==> src/h264sps_pkg.sv <==
// shared types, constants and helper functions for the sps level / reference patcher
// depends on nothing; used by the parser, the bit packer and the top level
package h264sps_pkg;

   localparam int HOLD_BYTES_DEF = 48;
   localparam int MAX_RESULTS    = 52;
   localparam int RES_CNT_W      = 6;
   localparam int BIT_POS_W      = 10;
   localparam int CSR_ADDR_W     = 3;

   localparam logic [4:0] NAL_TYPE_SPS = 5'd7;
   localparam logic [7:0] LEVEL_RESET  = 8'd60;
   localparam logic [4:0] REFS_RESET   = 5'd16;

   // outcome codes, plus the undecided marker used inside the block
   typedef enum logic [2:0] {
      OUT_LEVEL_REFS, OUT_LEVEL_ONLY, OUT_NOT_SPS, OUT_SCALING,
      OUT_MALFORMED, OUT_CYCLES, OUT_OVERFLOW, OUT_UNDECIDED
   } outcome_type;

   typedef struct packed {
      logic                 done;
      outcome_type          code;
      logic [BIT_POS_W-1:0] refs_start;
      logic [BIT_POS_W-1:0] refs_end;
   } parse_result_type;

   typedef struct packed {
      logic       full;
      logic       has_residue;
      logic [7:0] word;
      logic [7:0] padded;
   } pack_status_type;

   // profiles that carry the chroma / bit depth / scaling fields
   function automatic logic high_profile(input logic [7:0] p);
      return p == 8'd100 || p == 8'd110 || p == 8'd122 || p == 8'd244 ||
             p == 8'd44  || p == 8'd83  || p == 8'd86  || p == 8'd118 ||
             p == 8'd128 || p == 8'd138 || p == 8'd139 || p == 8'd134 ||
             p == 8'd135;
   endfunction

   // leading zeros of an exp-golomb code word for a 6-bit code
   function automatic logic [2:0] ue_zeros(input logic [5:0] code);
      logic [2:0] nz;
      nz = 3'd0;
      for (int k = 1; k < 6; k++) begin
         if ((code >> k) != 6'd0) nz = 3'(k);
      end
      return nz;
   endfunction

endpackage

==> src/h264_sps_level_and_refs_patcher_unit.sv <==
// top level of the sps level / reference count patcher: stream ports, csr port, hold memory
// depends on h264sps_pkg, h264sps_parser and h264sps_packer
//
// Takes a NAL unit one word at a time, header first, and holds it while a bit-serial parser
// walks the raw bits (no emulation-prevention removal) through max_num_ref_frames. A unit that
// parses cleanly comes out with level_idc replaced by the level_override register and, when
// the coded reference count is below ref_frames_target, with that field re-coded as
// ue(ref_frames_target) and the tail shifted and zero padded; every other unit passes
// unchanged. The outcome code rides in rsp_tuser on the last word of each unit (zero on
// all others). A held word is taken in the accepting cycle, fed to the parser one bit per
// cycle and closed by the end and finish states. Once the decision is made the held words
// are replayed from the hold memory, each after a read wait state when passed unchanged, or
// re-packed bit by bit after a read wait and a load state, with the new reference code put
// in bit by bit. Words arriving after the decision go through the packer bit by bit
// (patched) or straight out (unchanged). Every output word may wait further on
// rsp_tready. A unit longer than HOLD_BYTES without a decision is passed unchanged with the
// overflow outcome. Registers at byte addresses 0 (level) and 4 (reference target) must
// be written over the csr port only while the block is idle; the block does not enforce it.
module h264_sps_level_and_refs_patcher_unit
   import h264sps_pkg::*;
#(
   parameter int HOLD_BYTES = HOLD_BYTES_DEF
) (
   input  logic                  clock,
   input  logic                  reset,
   // input stream
   input  logic                  req_tvalid,
   output logic                  req_tready,
   input  logic [7:0]            req_tdata,   // [7:0] data_byte
   input  logic                  req_tlast,
   // result stream
   output logic                  rsp_tvalid,
   input  logic                  rsp_tready,
   output logic [7:0]            rsp_tdata,   // [7:0] out_byte
   output logic                  rsp_tlast,
   output logic [2:0]            rsp_tuser,   // [2:0] outcome
   // csr port
   input  logic                  csr_psel,
   input  logic                  csr_penable,
   input  logic                  csr_pwrite,
   input  logic [CSR_ADDR_W-1:0] csr_paddr,
   input  logic [31:0]           csr_pwdata,
   output logic [31:0]           csr_prdata,
   output logic                  csr_pready
);

   localparam int ADDR_W = $clog2(HOLD_BYTES);
   localparam int CNT_W  = $clog2(HOLD_BYTES + 1);

   typedef enum logic [3:0] {
      S_IDLE, S_FEED, S_STREAM, S_EMIT_IN, S_HELD_WAIT, S_HELD_EMIT, S_HDR_WAIT,
      S_HDR_EMIT, S_BYTE_WAIT, S_BYTE_LOAD, S_BIT, S_INSERT, S_END, S_FIN
   } state_type;

   state_type            state_ff, state_in;
   outcome_type          decision_ff, decision_in;
   logic [CNT_W-1:0]     count_ff, count_in;
   logic [CNT_W-1:0]     idx_ff, idx_in;
   logic [7:0]           in_byte_ff, in_byte_in;
   logic                 in_last_ff, in_last_in;
   logic [2:0]           bit_k_ff, bit_k_in;
   logic [7:0]           sr_ff, sr_in;
   logic [BIT_POS_W-1:0] pos_ff, pos_in;
   logic [3:0]           ins_k_ff, ins_k_in;
   logic                 inserted_ff, inserted_in;
   logic                 then_in_ff, then_in_in;
   logic [RES_CNT_W-1:0] res_cnt_ff, res_cnt_in;
   logic                 pend_valid_ff, pend_valid_in;
   logic [7:0]           pend_byte_ff, pend_byte_in;
   logic                 rsp_tvalid_ff, rsp_tvalid_in;
   logic [7:0]           rsp_tdata_ff, rsp_tdata_in;
   logic                 rsp_tlast_ff, rsp_tlast_in;
   logic [2:0]           rsp_tuser_ff, rsp_tuser_in;
   logic [7:0]           level_ff, level_in;
   logic [4:0]           refs_target_ff, refs_target_in;

   // hold memory, one write and one registered read port
   logic [7:0]        hold_mem [HOLD_BYTES];
   logic [7:0]        rd_q_ff;
   logic              mem_we;

   logic              p_clear, p_start, p_bit_valid, p_bit;
   parse_result_type  p_res;
   logic              pk_clear, pk_push, pk_bit;
   pack_status_type   pk_st;

   logic              emit_fire;
   logic [7:0]        emit_byte;
   logic              emit_ok, out_free;
   logic [5:0]        code6;
   logic [2:0]        nz;
   logic [3:0]        ins_last, ins_sel;
   logic              ins_bit, cur_bit, in_refs, adv, patched;
   logic [CNT_W-1:0]  idx_next;

   h264sps_parser u_parser (
      .clock       (clock),
      .reset       (reset),
      .clear       (p_clear),
      .start       (p_start),
      .bit_valid   (p_bit_valid),
      .bit_in      (p_bit),
      .refs_target (refs_target_ff),
      .result      (p_res)
   );

   h264sps_packer u_packer (
      .clock  (clock),
      .reset  (reset),
      .clear  (pk_clear),
      .push   (pk_push),
      .bit_in (pk_bit),
      .status (pk_st)
   );

   always_ff @(posedge clock) begin
      if (mem_we) hold_mem[count_ff[ADDR_W-1:0]] <= req_tdata;
      rd_q_ff <= hold_mem[idx_ff[ADDR_W-1:0]];
   end

   always_comb begin
      // a word may be issued when the pending slot can move on into the output register
      out_free = !rsp_tvalid_ff || rsp_tready;
      emit_ok  = !pend_valid_ff || out_free;
      patched  = (decision_ff == OUT_LEVEL_REFS) || (decision_ff == OUT_LEVEL_ONLY);

      // new reference code ue(target): nz zeros then nz+1 bits of target+1
      code6    = {1'b0, refs_target_ff} + 6'd1;
      nz       = ue_zeros(code6);
      ins_last = {nz, 1'b0};
      ins_sel  = ins_last - ins_k_ff;
      ins_bit  = ({1'b0, ins_k_ff} < {2'b0, nz}) ? 1'b0 : code6[ins_sel[2:0]];

      // bits 16..23 after the header are level_idc
      cur_bit  = (pos_ff[BIT_POS_W-1:3] == (BIT_POS_W-3)'(2)) ? level_ff[3'd7 - pos_ff[2:0]]
                                                             : sr_ff[7];
      in_refs  = (decision_ff == OUT_LEVEL_REFS) && (pos_ff >= p_res.refs_start) &&
                 (pos_ff < p_res.refs_end);
      idx_next = idx_ff + CNT_W'(1);

      state_in       = state_ff;
      decision_in    = decision_ff;
      count_in       = count_ff;
      idx_in         = idx_ff;
      in_byte_in     = in_byte_ff;
      in_last_in     = in_last_ff;
      bit_k_in       = bit_k_ff;
      sr_in          = sr_ff;
      pos_in         = pos_ff;
      ins_k_in       = ins_k_ff;
      inserted_in    = inserted_ff;
      then_in_in     = then_in_ff;
      res_cnt_in     = res_cnt_ff;
      pend_valid_in  = pend_valid_ff;
      pend_byte_in   = pend_byte_ff;
      rsp_tvalid_in  = rsp_tvalid_ff;
      rsp_tdata_in   = rsp_tdata_ff;
      rsp_tlast_in   = rsp_tlast_ff;
      rsp_tuser_in   = rsp_tuser_ff;
      level_in       = level_ff;
      refs_target_in = refs_target_ff;

      emit_fire   = 1'b0;
      emit_byte   = '0;
      mem_we      = 1'b0;
      p_clear     = 1'b0;
      p_start     = 1'b0;
      p_bit_valid = 1'b0;
      p_bit       = 1'b0;
      pk_clear    = 1'b0;
      pk_push     = 1'b0;
      pk_bit      = 1'b0;
      adv         = 1'b0;

      if (rsp_tvalid_ff && rsp_tready) rsp_tvalid_in = 1'b0;

      // register writes
      if (csr_psel && csr_penable && csr_pwrite) begin
         if (csr_paddr[2]) refs_target_in = csr_pwdata[4:0];
         else              level_in       = csr_pwdata[7:0];
      end

      case (state_ff)
         S_IDLE: begin
            if (req_tvalid) begin
               in_byte_in = req_tdata;
               in_last_in = req_tlast;
               res_cnt_in = '0;
               bit_k_in   = '0;
               if (patched) begin
                  state_in = S_STREAM;
               end else if (decision_ff != OUT_UNDECIDED) begin
                  state_in = S_EMIT_IN;
               end else if (count_ff == '0) begin
                  mem_we   = 1'b1;
                  count_in = CNT_W'(1);
                  if (req_tdata[4:0] != NAL_TYPE_SPS) begin
                     decision_in = OUT_NOT_SPS;
                     state_in    = S_EMIT_IN;
                  end else begin
                     p_start  = 1'b1;
                     state_in = S_END;
                  end
               end else if (count_ff >= CNT_W'(HOLD_BYTES)) begin
                  // hold overflow: replay what is held, then this word
                  decision_in = OUT_OVERFLOW;
                  idx_in      = '0;
                  then_in_in  = 1'b1;
                  state_in    = S_HELD_WAIT;
               end else begin
                  mem_we   = 1'b1;
                  count_in = count_ff + CNT_W'(1);
                  state_in = S_FEED;
               end
            end
         end
         S_FEED: begin
            p_bit_valid = 1'b1;
            p_bit       = in_byte_ff[3'd7 - bit_k_ff];
            bit_k_in    = bit_k_ff + 3'd1;
            if (p_res.done) begin
               decision_in = p_res.code;
               idx_in      = '0;
               then_in_in  = 1'b0;
               if (p_res.code == OUT_LEVEL_REFS || p_res.code == OUT_LEVEL_ONLY)
                  state_in = S_HDR_WAIT;
               else
                  state_in = S_HELD_WAIT;
            end else if (bit_k_ff == 3'd7) begin
               state_in = S_END;
            end
         end
         S_STREAM: begin
            if (emit_ok) begin
               pk_push  = 1'b1;
               pk_bit   = in_byte_ff[3'd7 - bit_k_ff];
               bit_k_in = bit_k_ff + 3'd1;
               if (pk_st.full) begin
                  emit_fire = 1'b1;
                  emit_byte = pk_st.word;
               end
               if (bit_k_ff == 3'd7) state_in = S_END;
            end
         end
         S_EMIT_IN: begin
            if (emit_ok) begin
               emit_fire = 1'b1;
               emit_byte = in_byte_ff;
               state_in  = S_END;
            end
         end
         S_HELD_WAIT: state_in = S_HELD_EMIT;
         S_HELD_EMIT: begin
            if (emit_ok) begin
               emit_fire = 1'b1;
               emit_byte = rd_q_ff;
               idx_in    = idx_next;
               if (idx_next == count_ff) state_in = then_in_ff ? S_EMIT_IN : S_END;
               else                      state_in = S_HELD_WAIT;
            end
         end
         S_HDR_WAIT: state_in = S_HDR_EMIT;
         S_HDR_EMIT: begin
            if (emit_ok) begin
               emit_fire   = 1'b1;
               emit_byte   = rd_q_ff;
               idx_in      = CNT_W'(1);
               pos_in      = '0;
               inserted_in = 1'b0;
               bit_k_in    = '0;
               state_in    = (count_ff == CNT_W'(1)) ? S_END : S_BYTE_WAIT;
            end
         end
         S_BYTE_WAIT: state_in = S_BYTE_LOAD;
         S_BYTE_LOAD: begin
            sr_in    = rd_q_ff;
            state_in = S_BIT;
         end
         S_BIT: begin
            if (decision_ff == OUT_LEVEL_REFS && !inserted_ff && pos_ff == p_res.refs_start) begin
               ins_k_in = '0;
               state_in = S_INSERT;
            end else begin
               if (in_refs) begin
                  // old reference field is dropped
                  adv = 1'b1;
               end else if (emit_ok) begin
                  pk_push = 1'b1;
                  pk_bit  = cur_bit;
                  adv     = 1'b1;
                  if (pk_st.full) begin
                     emit_fire = 1'b1;
                     emit_byte = pk_st.word;
                  end
               end
               if (adv) begin
                  sr_in    = {sr_ff[6:0], 1'b0};
                  pos_in   = pos_ff + BIT_POS_W'(1);
                  bit_k_in = bit_k_ff + 3'd1;
                  if (bit_k_ff == 3'd7) begin
                     idx_in   = idx_next;
                     state_in = (idx_next == count_ff) ? S_END : S_BYTE_WAIT;
                  end
               end
            end
         end
         S_INSERT: begin
            if (emit_ok) begin
               pk_push  = 1'b1;
               pk_bit   = ins_bit;
               ins_k_in = ins_k_ff + 4'd1;
               if (pk_st.full) begin
                  emit_fire = 1'b1;
                  emit_byte = pk_st.word;
               end
               if (ins_k_ff == ins_last) begin
                  inserted_in = 1'b1;
                  state_in    = S_BIT;
               end
            end
         end
         S_END: begin
            if (in_last_ff && decision_ff == OUT_UNDECIDED) begin
               // unit ended before a decision: short or truncated
               decision_in = (count_ff < CNT_W'(4)) ? OUT_NOT_SPS : OUT_MALFORMED;
               idx_in      = '0;
               then_in_in  = 1'b0;
               state_in    = S_HELD_WAIT;
            end else if (in_last_ff && patched && pk_st.has_residue) begin
               if (emit_ok) begin
                  emit_fire = 1'b1;
                  emit_byte = pk_st.padded;
                  pk_clear  = 1'b1;
                  state_in  = S_FIN;
               end
            end else begin
               state_in = S_FIN;
            end
         end
         S_FIN: begin
            if (!pend_valid_ff || out_free) begin
               if (pend_valid_ff) begin
                  rsp_tvalid_in = 1'b1;
                  rsp_tdata_in  = pend_byte_ff;
                  rsp_tlast_in  = in_last_ff;
                  rsp_tuser_in  = in_last_ff ? decision_ff : OUT_LEVEL_REFS;
                  pend_valid_in = 1'b0;
               end
               if (in_last_ff) begin
                  count_in    = '0;
                  decision_in = OUT_UNDECIDED;
                  p_clear     = 1'b1;
                  pk_clear    = 1'b1;
               end
               state_in = S_IDLE;
            end
         end
         default: state_in = S_IDLE;
      endcase

      // words of a step beyond the cap are dropped; the pending slot keeps the last kept one
      if (emit_fire && res_cnt_ff < RES_CNT_W'(MAX_RESULTS)) begin
         res_cnt_in    = res_cnt_ff + RES_CNT_W'(1);
         pend_byte_in  = emit_byte;
         pend_valid_in = 1'b1;
         if (pend_valid_ff) begin
            rsp_tvalid_in = 1'b1;
            rsp_tdata_in  = pend_byte_ff;
            rsp_tlast_in  = 1'b0;
            rsp_tuser_in  = OUT_LEVEL_REFS;
         end
      end
   end

   always_ff @(posedge clock) begin
      if (reset) begin
         state_ff       <= S_IDLE;
         decision_ff    <= OUT_UNDECIDED;
         count_ff       <= '0;
         idx_ff         <= '0;
         bit_k_ff       <= '0;
         pos_ff         <= '0;
         ins_k_ff       <= '0;
         inserted_ff    <= 1'b0;
         then_in_ff     <= 1'b0;
         res_cnt_ff     <= '0;
         pend_valid_ff  <= 1'b0;
         rsp_tvalid_ff  <= 1'b0;
         in_last_ff     <= 1'b0;
         level_ff       <= LEVEL_RESET;
         refs_target_ff <= REFS_RESET;
      end else begin
         state_ff       <= state_in;
         decision_ff    <= decision_in;
         count_ff       <= count_in;
         idx_ff         <= idx_in;
         bit_k_ff       <= bit_k_in;
         pos_ff         <= pos_in;
         ins_k_ff       <= ins_k_in;
         inserted_ff    <= inserted_in;
         then_in_ff     <= then_in_in;
         res_cnt_ff     <= res_cnt_in;
         pend_valid_ff  <= pend_valid_in;
         rsp_tvalid_ff  <= rsp_tvalid_in;
         in_last_ff     <= in_last_in;
         level_ff       <= level_in;
         refs_target_ff <= refs_target_in;
      end
      in_byte_ff   <= in_byte_in;
      sr_ff        <= sr_in;
      pend_byte_ff <= pend_byte_in;
      rsp_tdata_ff <= rsp_tdata_in;
      rsp_tlast_ff <= rsp_tlast_in;
      rsp_tuser_ff <= rsp_tuser_in;
   end

   assign req_tready = (state_ff == S_IDLE);
   assign rsp_tvalid = rsp_tvalid_ff;
   assign rsp_tdata  = rsp_tdata_ff;
   assign rsp_tlast  = rsp_tlast_ff;
   assign rsp_tuser  = rsp_tuser_ff;
   assign csr_pready = 1'b1;
   assign csr_prdata = csr_paddr[2] ? {27'd0, refs_target_ff} : {24'd0, level_ff};

   // an outcome only travels on the closing word of a unit
   assert property (@(posedge clock) disable iff (reset)
      rsp_tvalid && !rsp_tlast |-> rsp_tuser == 3'd0)
      else $error("outcome on a word that does not close the unit");

   // no new word is taken while a pending word is still held back
   assert property (@(posedge clock) disable iff (reset)
      req_tready |-> !pend_valid_ff)
      else $error("input accepted with a pending word");

   // a patch decision needs at least the profile, constraint and level words
   assert property (@(posedge clock) disable iff (reset)
      (decision_ff == OUT_LEVEL_REFS || decision_ff == OUT_LEVEL_ONLY) |->
      count_ff >= CNT_W'(4))
      else $error("patch decision on a short unit");

   // words per input step never exceed the cap
   assert property (@(posedge clock) disable iff (reset)
      res_cnt_ff <= RES_CNT_W'(MAX_RESULTS))
      else $error("result count beyond the cap");

endmodule

==> src/h264sps_parser.sv <==
// bit-serial sps field parser: profile, level and exp-golomb fields up to max_num_ref_frames
// depends on h264sps_pkg
module h264sps_parser
   import h264sps_pkg::*;
(
   input  logic             clock,
   input  logic             reset,
   input  logic             clear,
   input  logic             start,
   input  logic             bit_valid,
   input  logic             bit_in,
   input  logic [4:0]       refs_target,
   output parse_result_type result
);

   typedef enum logic [4:0] {
      PH_HEADER, PH_PROFILE, PH_CONSTR, PH_LEVEL, PH_SPSID, PH_CFI, PH_SEPCOL,
      PH_BDL, PH_BDC, PH_BYPASS, PH_SCALING, PH_MAXFN, PH_POCTYPE, PH_MAXPOC,
      PH_DZERO, PH_OFFNR, PH_OFFTB, PH_NCYCLE, PH_CYCLE, PH_REFS, PH_DONE
   } phase_type;

   phase_type            phase_ff, phase_in;
   logic [3:0]           fixed_left_ff, fixed_left_in;
   logic [5:0]           zero_cnt_ff, zero_cnt_in;
   logic                 in_suffix_ff, in_suffix_in;
   logic [5:0]           suffix_left_ff, suffix_left_in;
   logic [31:0]          acc_ff, acc_in;
   logic [7:0]           profile_ff, profile_in;
   logic [7:0]           cycle_ff, cycle_in;
   logic [BIT_POS_W-1:0] bit_pos_ff, bit_pos_in;
   logic [BIT_POS_W-1:0] refs_start_ff, refs_start_in;
   logic [BIT_POS_W-1:0] refs_end_ff, refs_end_in;

   logic        done_c;
   outcome_type code_c;
   logic        fdone;
   logic [31:0] value;
   logic [31:0] acc_sh;
   logic [31:0] mask;
   logic [7:0]  cyc_dec;
   logic        do_enter;
   phase_type   enter_ph;

   always_comb begin
      phase_in       = phase_ff;
      fixed_left_in  = fixed_left_ff;
      zero_cnt_in    = zero_cnt_ff;
      in_suffix_in   = in_suffix_ff;
      suffix_left_in = suffix_left_ff;
      acc_in         = acc_ff;
      profile_in     = profile_ff;
      cycle_in       = cycle_ff;
      bit_pos_in     = bit_pos_ff;
      refs_start_in  = refs_start_ff;
      refs_end_in    = refs_end_ff;
      done_c         = 1'b0;
      code_c         = OUT_MALFORMED;
      fdone          = 1'b0;
      value          = '0;
      do_enter       = 1'b0;
      enter_ph       = phase_ff;
      acc_sh         = {acc_ff[30:0], bit_in};
      mask           = ~(32'hFFFF_FFFF << zero_cnt_ff[4:0]);
      cyc_dec        = cycle_ff - 8'd1;

      if (start) begin
         do_enter = 1'b1;
         enter_ph = PH_PROFILE;
      end else if (bit_valid) begin
         bit_pos_in = bit_pos_ff + BIT_POS_W'(1);
         if (fixed_left_ff != 4'd0) begin
            acc_in        = acc_sh;
            fixed_left_in = fixed_left_ff - 4'd1;
            if (fixed_left_ff == 4'd1) begin
               fdone = 1'b1;
               value = acc_sh;
            end
         end else if (!in_suffix_ff) begin
            if (!bit_in) begin
               zero_cnt_in = zero_cnt_ff + 6'd1;
               // prefix longer than 31 zeros
               if (zero_cnt_ff == 6'd31) begin
                  done_c   = 1'b1;
                  code_c   = OUT_MALFORMED;
                  phase_in = PH_DONE;
               end
            end else if (zero_cnt_ff == 6'd0) begin
               fdone = 1'b1;
            end else begin
               in_suffix_in   = 1'b1;
               suffix_left_in = zero_cnt_ff;
               acc_in         = '0;
            end
         end else begin
            acc_in         = acc_sh;
            suffix_left_in = suffix_left_ff - 6'd1;
            if (suffix_left_ff == 6'd1) begin
               fdone = 1'b1;
               value = mask + acc_sh;
            end
         end

         if (fdone) begin
            do_enter = 1'b1;
            case (phase_ff)
               PH_PROFILE: begin
                  profile_in = value[7:0];
                  enter_ph   = PH_CONSTR;
               end
               PH_CONSTR:  enter_ph = PH_LEVEL;
               PH_LEVEL:   enter_ph = PH_SPSID;
               PH_SPSID:   enter_ph = high_profile(profile_ff) ? PH_CFI : PH_MAXFN;
               PH_CFI:     enter_ph = (value == 32'd3) ? PH_SEPCOL : PH_BDL;
               PH_SEPCOL:  enter_ph = PH_BDL;
               PH_BDL:     enter_ph = PH_BDC;
               PH_BDC:     enter_ph = PH_BYPASS;
               PH_BYPASS:  enter_ph = PH_SCALING;
               PH_SCALING: begin
                  if (value != 32'd0) begin
                     do_enter = 1'b0;
                     done_c   = 1'b1;
                     code_c   = OUT_SCALING;
                     phase_in = PH_DONE;
                  end else begin
                     enter_ph = PH_MAXFN;
                  end
               end
               PH_MAXFN:   enter_ph = PH_POCTYPE;
               PH_POCTYPE: begin
                  if (value == 32'd0)      enter_ph = PH_MAXPOC;
                  else if (value == 32'd1) enter_ph = PH_DZERO;
                  else                     enter_ph = PH_REFS;
               end
               PH_MAXPOC:  enter_ph = PH_REFS;
               PH_DZERO:   enter_ph = PH_OFFNR;
               PH_OFFNR:   enter_ph = PH_OFFTB;
               PH_OFFTB:   enter_ph = PH_NCYCLE;
               PH_NCYCLE: begin
                  if (value[31:8] != 24'd0) begin
                     do_enter = 1'b0;
                     done_c   = 1'b1;
                     code_c   = OUT_CYCLES;
                     phase_in = PH_DONE;
                  end else begin
                     cycle_in = value[7:0];
                     enter_ph = (value == 32'd0) ? PH_REFS : PH_CYCLE;
                  end
               end
               PH_CYCLE: begin
                  cycle_in = cyc_dec;
                  enter_ph = (cyc_dec == 8'd0) ? PH_REFS : PH_CYCLE;
               end
               PH_REFS: begin
                  do_enter    = 1'b0;
                  refs_end_in = bit_pos_in;
                  done_c      = 1'b1;
                  code_c      = (value < {27'd0, refs_target}) ? OUT_LEVEL_REFS
                                                               : OUT_LEVEL_ONLY;
                  phase_in    = PH_DONE;
               end
               default: begin
                  do_enter = 1'b0;
                  done_c   = 1'b1;
                  code_c   = OUT_MALFORMED;
                  phase_in = PH_DONE;
               end
            endcase
         end
      end

      if (do_enter) begin
         phase_in       = enter_ph;
         acc_in         = '0;
         zero_cnt_in    = '0;
         in_suffix_in   = 1'b0;
         suffix_left_in = '0;
         case (enter_ph)
            PH_PROFILE, PH_CONSTR, PH_LEVEL:              fixed_left_in = 4'd8;
            PH_SEPCOL, PH_BYPASS, PH_SCALING, PH_DZERO:   fixed_left_in = 4'd1;
            default:                                      fixed_left_in = 4'd0;
         endcase
         if (enter_ph == PH_REFS) refs_start_in = bit_pos_in;
      end
   end

   always_ff @(posedge clock) begin
      if (reset || clear) begin
         phase_ff       <= PH_HEADER;
         fixed_left_ff  <= '0;
         zero_cnt_ff    <= '0;
         in_suffix_ff   <= 1'b0;
         suffix_left_ff <= '0;
         acc_ff         <= '0;
         profile_ff     <= '0;
         cycle_ff       <= '0;
         bit_pos_ff     <= '0;
         refs_start_ff  <= '0;
         refs_end_ff    <= '0;
      end else begin
         phase_ff       <= phase_in;
         fixed_left_ff  <= fixed_left_in;
         zero_cnt_ff    <= zero_cnt_in;
         in_suffix_ff   <= in_suffix_in;
         suffix_left_ff <= suffix_left_in;
         acc_ff         <= acc_in;
         profile_ff     <= profile_in;
         cycle_ff       <= cycle_in;
         bit_pos_ff     <= bit_pos_in;
         refs_start_ff  <= refs_start_in;
         refs_end_ff    <= refs_end_in;
      end
   end

   assign result.done       = done_c;
   assign result.code       = code_c;
   assign result.refs_start = refs_start_ff;
   assign result.refs_end   = refs_end_ff;

endmodule

==> src/h264sps_packer.sv <==
// bit packer: collects output bits msb first into words, pads the residue at unit end
// depends on h264sps_pkg
module h264sps_packer
   import h264sps_pkg::*;
(
   input  logic            clock,
   input  logic            reset,
   input  logic            clear,
   input  logic            push,
   input  logic            bit_in,
   output pack_status_type status
);

   logic [6:0]  acc_ff, acc_in;
   logic [2:0]  cnt_ff, cnt_in;
   logic [15:0] wide;

   always_comb begin
      acc_in = acc_ff;
      cnt_in = cnt_ff;
      if (push) begin
         if (cnt_ff == 3'd7) begin
            acc_in = '0;
            cnt_in = '0;
         end else begin
            acc_in = {acc_ff[5:0], bit_in};
            cnt_in = cnt_ff + 3'd1;
         end
      end
      wide = {9'd0, acc_ff} << (4'd8 - {1'b0, cnt_ff});
   end

   always_ff @(posedge clock) begin
      if (reset || clear) begin
         acc_ff <= '0;
         cnt_ff <= '0;
      end else begin
         acc_ff <= acc_in;
         cnt_ff <= cnt_in;
      end
   end

   assign status.full        = (cnt_ff == 3'd7);
   assign status.has_residue = (cnt_ff != 3'd0);
   assign status.word        = {acc_ff, bit_in};
   assign status.padded      = wide[7:0];

endmodule

==> config.mk <==
export PLATFORM = sky130hd
export DESIGN_NAME = h264_sps_level_and_refs_patcher_unit
export DESIGN_NICKNAME = d
export VERILOG_FILES = /design/src/h264sps_pkg.sv /design/src/h264_sps_level_and_refs_patcher_unit.sv /design/src/h264sps_parser.sv /design/src/h264sps_packer.sv
export SDC_FILE = /design/constraint.sdc
export NUM_CORES = 1
export LEC_CHECK = 0
export BUFFER_PORTS_ARGS = -buffer_cell sky130_fd_sc_hd__buf_2
export CORE_ASPECT_RATIO = 0.5
export CORE_MARGIN = 10
export CORE_UTILIZATION = 40
export DETAILED_ROUTE_END_ITERATION = 12
export MAX_ROUTING_LAYER = met4
export PLACE_DENSITY = 0.52
export SLEW_MARGIN = 0
export SYNTH_ARGS = -nofsm -noshare
export SYNTH_HDL_FRONTEND = slang
export SYNTH_SLANG_ARGS = --single-unit
==> constraint.sdc <==
create_clock -name clock -period 13.9 [get_ports clock]
set_input_delay 2.78 -clock clock [delete_from_list [all_inputs] [get_ports clock]]
set_output_delay 2.78 -clock clock [all_outputs]
set_load 0.02 [all_outputs]
Word-level counts from Yosys, hierarchy flattened
Memories as Yosys holds them, arrays and structs flattened. A register that Yosys moved wholly into a read port is not among the register bits.
Cells that the tools add are included.
Word-level totals
  register bits: 205
  RAM bits: 384
  input port bits: 51
  output and inout port bits: 47
  memories kept: 1
Operators by class
  $add $sub $neg: 18
  magnitude comparators: 10
  eq/ne operators: 99
  shift operators: 2
  mux-type cells: 260
  bitwise gates (word level): 6
  reduce and logical (&&, ||, !) cells: 97
Memory list
  hold_mem: depth 48, width 8, read ports 1, clocked after Yosys merged registers in 1, write ports 1, line h264_sps_level_and_refs_patcher_unit.sv:78  | logic [7:0] hold_mem [HOLD_BYTES];
Operators by type and width (number)
  32-bit two-way mux: 6
  6-bit two-way mux: 25
  8-bit two-way mux: 18
  31-bit two-way mux: 4
  4-bit two-way mux: 29
  3-bit two-way mux: 32
  1-bit two-way mux: 95
  5-bit case mux with 18 select lines: 1
  5-bit two-way mux: 17
  4-bit case mux with 14 select lines: 1
  5-bit by 4-bit equality test with 1-bit output, second input constant: 11
  10-bit two-way mux: 5
  8-bit by 7-bit equality test with 1-bit output, second input constant: 6
  8-bit equality test, second input constant: 6
  8-bit case mux with 5 select lines: 1
  2-bit != test, second input constant: 18
  6-bit case mux with 6 select lines: 1
  32-bit adder: 1
  32-bit by 1-bit equality test with 1-bit output, second input constant: 1
  32-bit by 2-bit equality test with 1-bit output, second input constant: 1
  32-bit logical NOT: 1
  32-bit by 5-bit less-than comparator with 1-bit output: 1
  32-bit inverter: 1
  8-bit case mux with 2 select lines: 2
  other kinds (85): 208

Logic depth before layout (Yosys ltp)
  depth in word-level cells: 22
  gate-level depth with buffers: 20
  mapped depth without buffers: 18

Cells and area by module
From an unflattened synthesis, not the netlist that was laid out.
Unflattened totals
  cell total of the unflattened synthesis: 2497
  area, all modules: 30006.3 sq um
Modules (own cells, without submodules)
  h264_sps_level_and_refs_patcher_unit: times used 1, cells each 1430, area an instance 21759.6 sq um, sequential area each 13963.4 sq um
  h264sps_parser: times used 1, cells each 982, area an instance 7511.0 sq um, sequential area each 1981.9 sq um
  h264sps_packer: times used 1, cells each 85, area an instance 735.7 sq um, sequential area each 200.2 sq um

Least setup slack after synthesis
No wires, ideal clock.
  kind: input -> output
  start: input csr_paddr[2]
  end: output csr_prdata[0]
  data arrival time: 3490 ps
  path slack: 7630 ps
  cell stages on the path: 2
  buffers on the path: 1
  cell sequence: clkbuf_1 > mux2_2
Between the ends
  word-level cells in the longest chain between the ends: 1
Ends and longest elaborated chain
  from (decl): line h264_sps_level_and_refs_patcher_unit.sv:41  | input logic [CSR_ADDR_W-1:0] csr_paddr,
  8-bit two-way mux: line h264_sps_level_and_refs_patcher_unit.sv:423  | assign csr_prdata = csr_paddr[2] ? {27'd0, refs_target_ff} : {24'd0, level_ff};
  to (decl): line h264_sps_level_and_refs_patcher_unit.sv:43  | output logic [31:0] csr_prdata,
Every way passes these cells.

Worst setup path after layout
  start: register state_ff[0]
  end: register u_parser.refs_start_ff[2]
Between the ends
  word-level cells in the longest chain between the ends: 17
Ends and longest elaborated chain
  from (decl): line h264_sps_level_and_refs_patcher_unit.sv:55  | state_type state_ff, state_in;
  from (signal assigned): line h264_sps_level_and_refs_patcher_unit.sv:393  | state_ff <= state_in;
  4-bit by 1-bit equality test with 1-bit output: line h264_sps_level_and_refs_patcher_unit.sv:183  | case (state_ff)
  1-bit two-way mux: line h264_sps_level_and_refs_patcher_unit.sv:183
  32-bit adder: line h264sps_parser.sv:99  | value = mask + acc_sh;
  32-bit two-way mux: line h264sps_parser.sv:97  | if (suffix_left_ff == 6'd1) begin
  32-bit two-way mux: line h264sps_parser.sv:78  | end else if (!in_suffix_ff) begin
  32-bit two-way mux: line h264sps_parser.sv:71  | if (fixed_left_ff != 4'd0) begin
  32-bit two-way mux: line h264sps_parser.sv:69  | end else if (bit_valid) begin
  32-bit two-way mux: line h264sps_parser.sv:66  | if (start) begin
  32-bit by 1-bit equality test with 1-bit output / 32-bit logical NOT (equally long branches): line h264sps_parser.sv:131, h264sps_parser.sv:130, h264sps_parser.sv:146
  5-bit two-way mux / 1-bit two-way mux (equally long branches): line h264sps_parser.sv:131, h264sps_parser.sv:146
  5-bit two-way mux, on equally long branches: line h264sps_parser.sv:130, h264sps_parser.sv:139
  5-bit case mux with 18 select lines: line h264sps_parser.sv:105  | case (phase_ff)
  5-bit two-way mux: line h264sps_parser.sv:103  | if (fdone) begin
  5-bit two-way mux: line h264sps_parser.sv:69
  5-bit two-way mux: line h264sps_parser.sv:66
  5-bit equality test: line h264sps_parser.sv:182  | if (enter_ph == PH_REFS) refs_start_in = bit_pos_in;
  2-bit AND reduction (no line)
  to (signal assigned): line h264sps_parser.sv:209  | refs_start_ff <= refs_start_in;
  to (decl): line h264sps_parser.sv:31  | logic [BIT_POS_W-1:0] refs_start_ff, refs_start_in;
Several ways; a longest one is shown, not always the timed one. The select of a mux whose other input is x is not followed.
A chain may end at the register's enable or synchronous reset.

==> flow_summary_export.csv <==
group,metric,value,unit
run_status,outcome,"completed",
clock_network,clock_latency,0.67,ns
critical_path,critPathTopFamily,"simple AND/OR/NAND/NOR gates",
synthesis,syn_inst,2577,
critical_path,reg2reg_from,"state_ff[0]",
critical_path,crit_buf_inv,1,
clock_network,hold_buffers,0,
synthesis,synth_area_per_cell,11.61,um2
routing,drt_iter0_drc,1737,
synthesis,synth_edf_count,419,
synthesis,synth_compound_area_frac,0.1120,
synthesis,synth_top_family_by_area,"simple AND/OR/NAND/NOR gates",
min_path,min_path_cells,2,
critical_path,crit_path_frequent_cell,"and4_1",
synthesis,synth-xor-area-share,0.02136,
clock_network,cts_tree,"done",
critical_path,critPathSlowestCell,"and3b_1",
finish,antenna_cells,0,
synthesis,async_reset_ff_frac,0,
global_routing,global_route.usage.met2,0.2854,
min_path,hold_end,"u_parser.refs_end_ff[3]",
sta,fmax,144.5,MHz
routing,remaining_drc_errors,0,
finish,nets,2707,
synthesis,ys_seq_elements,597,
sta,drv_slew,0,
clock_network,cts_inserted_buffers,56,
critical_path,startpoint_type,"flip-flop",
critical_path,path_class,"flip-flop to flip-flop",
placed_design,dp_hpwl,52640,um
finish,fin_area,32860,um2
floorplanning,die-width,406.8,um
synthesis,synth-simple-area-share,0.1333,
floorplanning,ios,98,
sta,holdWs,0.4582,ns
synthesis,synthFlopType,"edfxtp_1",
critical_path,worstPathRequired,14.42,ns
finish,fin_util,0.4467,
floorplanning,rows,70,
routing,first_pass_iters,6,
clock_network,cts-root-buf,"clkbuf_16",
placed_design,placed_area,30910,um2
global_routing,top_usage_layer,"met2",
floorplanning,core,73570,um2
synthesis,synth_top_area_cell,"edfxtp_1",
placed_design,portBuffers,46,
critical_path,max_stage_delay,0.83,ns
synthesis,synth_area_leaders,"edfxtp_1 42%, dfxtp_1 12%, mux4_2 9.4%",
global_routing,use_met1,0.2467,
sta,hold_viol,0,
min_path,hold_class,"flip-flop to flip-flop",
floorplanning,die_y,213.4,um
sta,period_needed,6.920,ns
synthesis,synth_most_common_cell,"edfxtp_1",
sta,finalClockSkew,0.04969,ns
synthesis,synth_top_area_share,0.4204,
floorplanning,die_area,86830,um2
global_routing,grt_pass1_vias,20170,
synthesis,syn_area,29930,um2
floorplanning,start_util,0.4068,
routing,drt.antenna.violating_nets,0,
clock_network,cts_buffer_depth,3,
critical_path,critPathMaxFanout,20,
sta,worst_pin_slew,1.241,ns
synthesis,ys_seq_area_frac,0.5395,
global_routing,antenna_found_initial,1,
critical_path,rr_worst_depth,18,
critical_path,cp.arrival,7.44,ns
sta,period_share,0.4979,
routing,wl_per_cell,21.59,um
clock_network,clk_pin_slew_worst_paths,0.07,ns
synthesis,muxShareOfSynthArea,0.1222,
global_routing,grt_max_degree,65,
synthesis,synthAdderAreaFrac,0.03687,
critical_path,crit_cells,18,
clock_network,h-tree-depth,2,
sta,slew-limit-headroom,0.1638,
clock_network,cts_resized,0,
routing,viasPerCell,5.721,
flow_run,max_cap_viol_count,0,
global_routing,grt_usage,0.1814,
min_path,min_from,"u_parser.refs_end_ff[3]",
critical_path,end_kind,"flip-flop",
routing,vias,20520,
finish,area_delta_synth_final,9.799,%
power_and_ir_drop,p_leak,0.01100,uW
synthesis,yosys_warnings,0,
sta,tns,0,ns
finish,layout-drive-gt1-share,0.1300,
clock_network,cts.sink_count,597,
global_routing,grt_pass1_wl,120800,um
synthesis,synth_common_cells,"419 x edfxtp_1, 278 x nand2_1, 252 x nor2_1",
power_and_ir_drop,ir_drop,92.13,uV
global_routing,overflow,0,
sta,rsz0062_at_grt,"false",
placed_design,gp_congestion,0.9192,
critical_path,reg2reg_to,"u_parser.refs_start_ff[2]",
clock_network,postCtsSetupBuffers,0,
power_and_ir_drop,powerDensity,134.9,nW/um2
sta,setup_viol,0,
critical_path,reg2reg_slack,6.98,ns
synthesis,yosys.cell_types.count,99,
global_routing,grtUsageMet3,0.02476,
critical_path,crit_chain,"nor2b_1 > nand2_1 > buf_4 > nor2_1 > ha_1 > fa_1 > a21o_2 > and4_1 > o21ai_1 > a31oi_1 > mux2_2 > a211oi_2 > and4_1 > a21oi_4 > o21ai_0 > o211ai_2 > and3b_1 > mux2_4",
routing,wl,77430,um
-- flip-flops by register name, indices dropped and copies added, names as in the netlist, 10 cells and up, named ones only --
name	count
u_parser.bit_pos_ff	10
hold_mem	384
pos_ff	10
u_parser.refs_start_ff	10
u_parser.acc_ff	31
u_parser.refs_end_ff	10
-- report_power, final --
group          leakage (uW)  total [uW]  switching, uW  internal, uW
combinational       0.00484         756            473           284
sequential          0.00522        2040           77.8          1960
clock              0.000941        1640            712           927
-- metal layers --
| layer | part of all wire | vias up |
|---|---|---|
| li1 | - | 9653 |
| met1 | 0.46 | 10240 |
| met3 | 0.050 | 115 |
| met4 | 0.024 | 0 |
| met2 | 0.46 | 514 |
| met5 | 0 | - |
-- cell type report --
cell class,count,area [um2]
Multi-Input combinational cell,1766,12850
Fill cell,6756,40710
Tap cell,972,1216
Inverter,81,304.0
Clock inverter,39,481.7
Sequential cell,597,16150
Timing Repair Buffer,67,387.9
Clock buffer,65,1465
-- worst max path at each step --
stage,start,to,slack (ns)
final,state_ff[0],u_parser.refs_start_ff[2],6.98
after global routing,state_ff[0],u_parser.refs_start_ff[4],6.53
after CTS,state_ff[0],u_parser.refs_start_ff[2],7.05
after detailed placement,state_ff[0],u_parser.refs_start_ff[2],7.11
after global placement,state_ff[0],u_parser.refs_start_ff[0],7.03
after floorplan,csr_paddr[2],csr_prdata[0],7.63
-- worst reg2reg max path, cell delays in order (launching register included) --
cell      delay, ns
dfxtp_1        0.78
nor2b_1        0.61
nand2_1        0.11
buf_4          0.24
nor2_1         0.37
ha_1           0.32
fa_1           0.28
a21o_2         0.15
and4_1         0.23
o21ai_1        0.16
a31oi_1        0.38
mux2_2         0.40
a211oi_2       0.34
and4_1         0.51
a21oi_4        0.17
o21ai_0        0.38
o211ai_2       0.20
and3b_1        0.83
mux2_4         0.36
-- per-stage QoR --
step / setup WS [ns] / total power (uW) / std cells
3_5_place_dp: 7.110 / 2828 / 3483
4_1_cts: 7.054 / 4468 / 3587
6_report: 6.980 / 4434 / 3587
2_1_floorplan: 7.630 / 2592 / 2600
3_3_place_gp: 7.027 / 2825 / 3483
5_1_grt: 6.526 / 4620 / 3587
-- logic make-up (layout without fill, tap and decap cells) --
kind of cell	Yosys count	after routing
AND/OR/NAND/NOR	863	863
flip-flops	597	597
AO/OA/AOI/OAI	515	515
buffers and inverters	237	252
multiplexers	203	203
adder cells (fa/ha/maj)	87	87
XOR/XNOR	73	73
other	2	25
-- cells in the final DEF, fill, tap and decap left out, drive strengths merged, types with 13 or more instances in the layout --
| master | count |
|---|---|
| a21boi | 13 |
| conb | 25 |
| or3 | 15 |
| nor2 | 252 |
| o21ai | 101 |
| mux2 | 19 |
| a21o | 14 |
| a21oi | 179 |
| xor2 | 30 |
| nor3 | 46 |
| and2 | 16 |
| mux2i | 59 |
| inv | 77 |
| nor2b | 23 |
| buf | 67 |
| nand2 | 278 |
| nand2b | 24 |
| mux4 | 125 |
| nand3 | 99 |
| o21a | 17 |
| clkbuf | 65 |
| and3 | 13 |
| xnor2 | 43 |
| a211oi | 20 |
| a31oi | 23 |
| dfxtp | 178 |
| edfxtp | 419 |
| nor4 | 20 |
| clkinv | 30 |
| nand4 | 37 |
| ha | 85 |
| o211ai | 21 |
No activity file was read; power rests on OpenSTA's default activity.
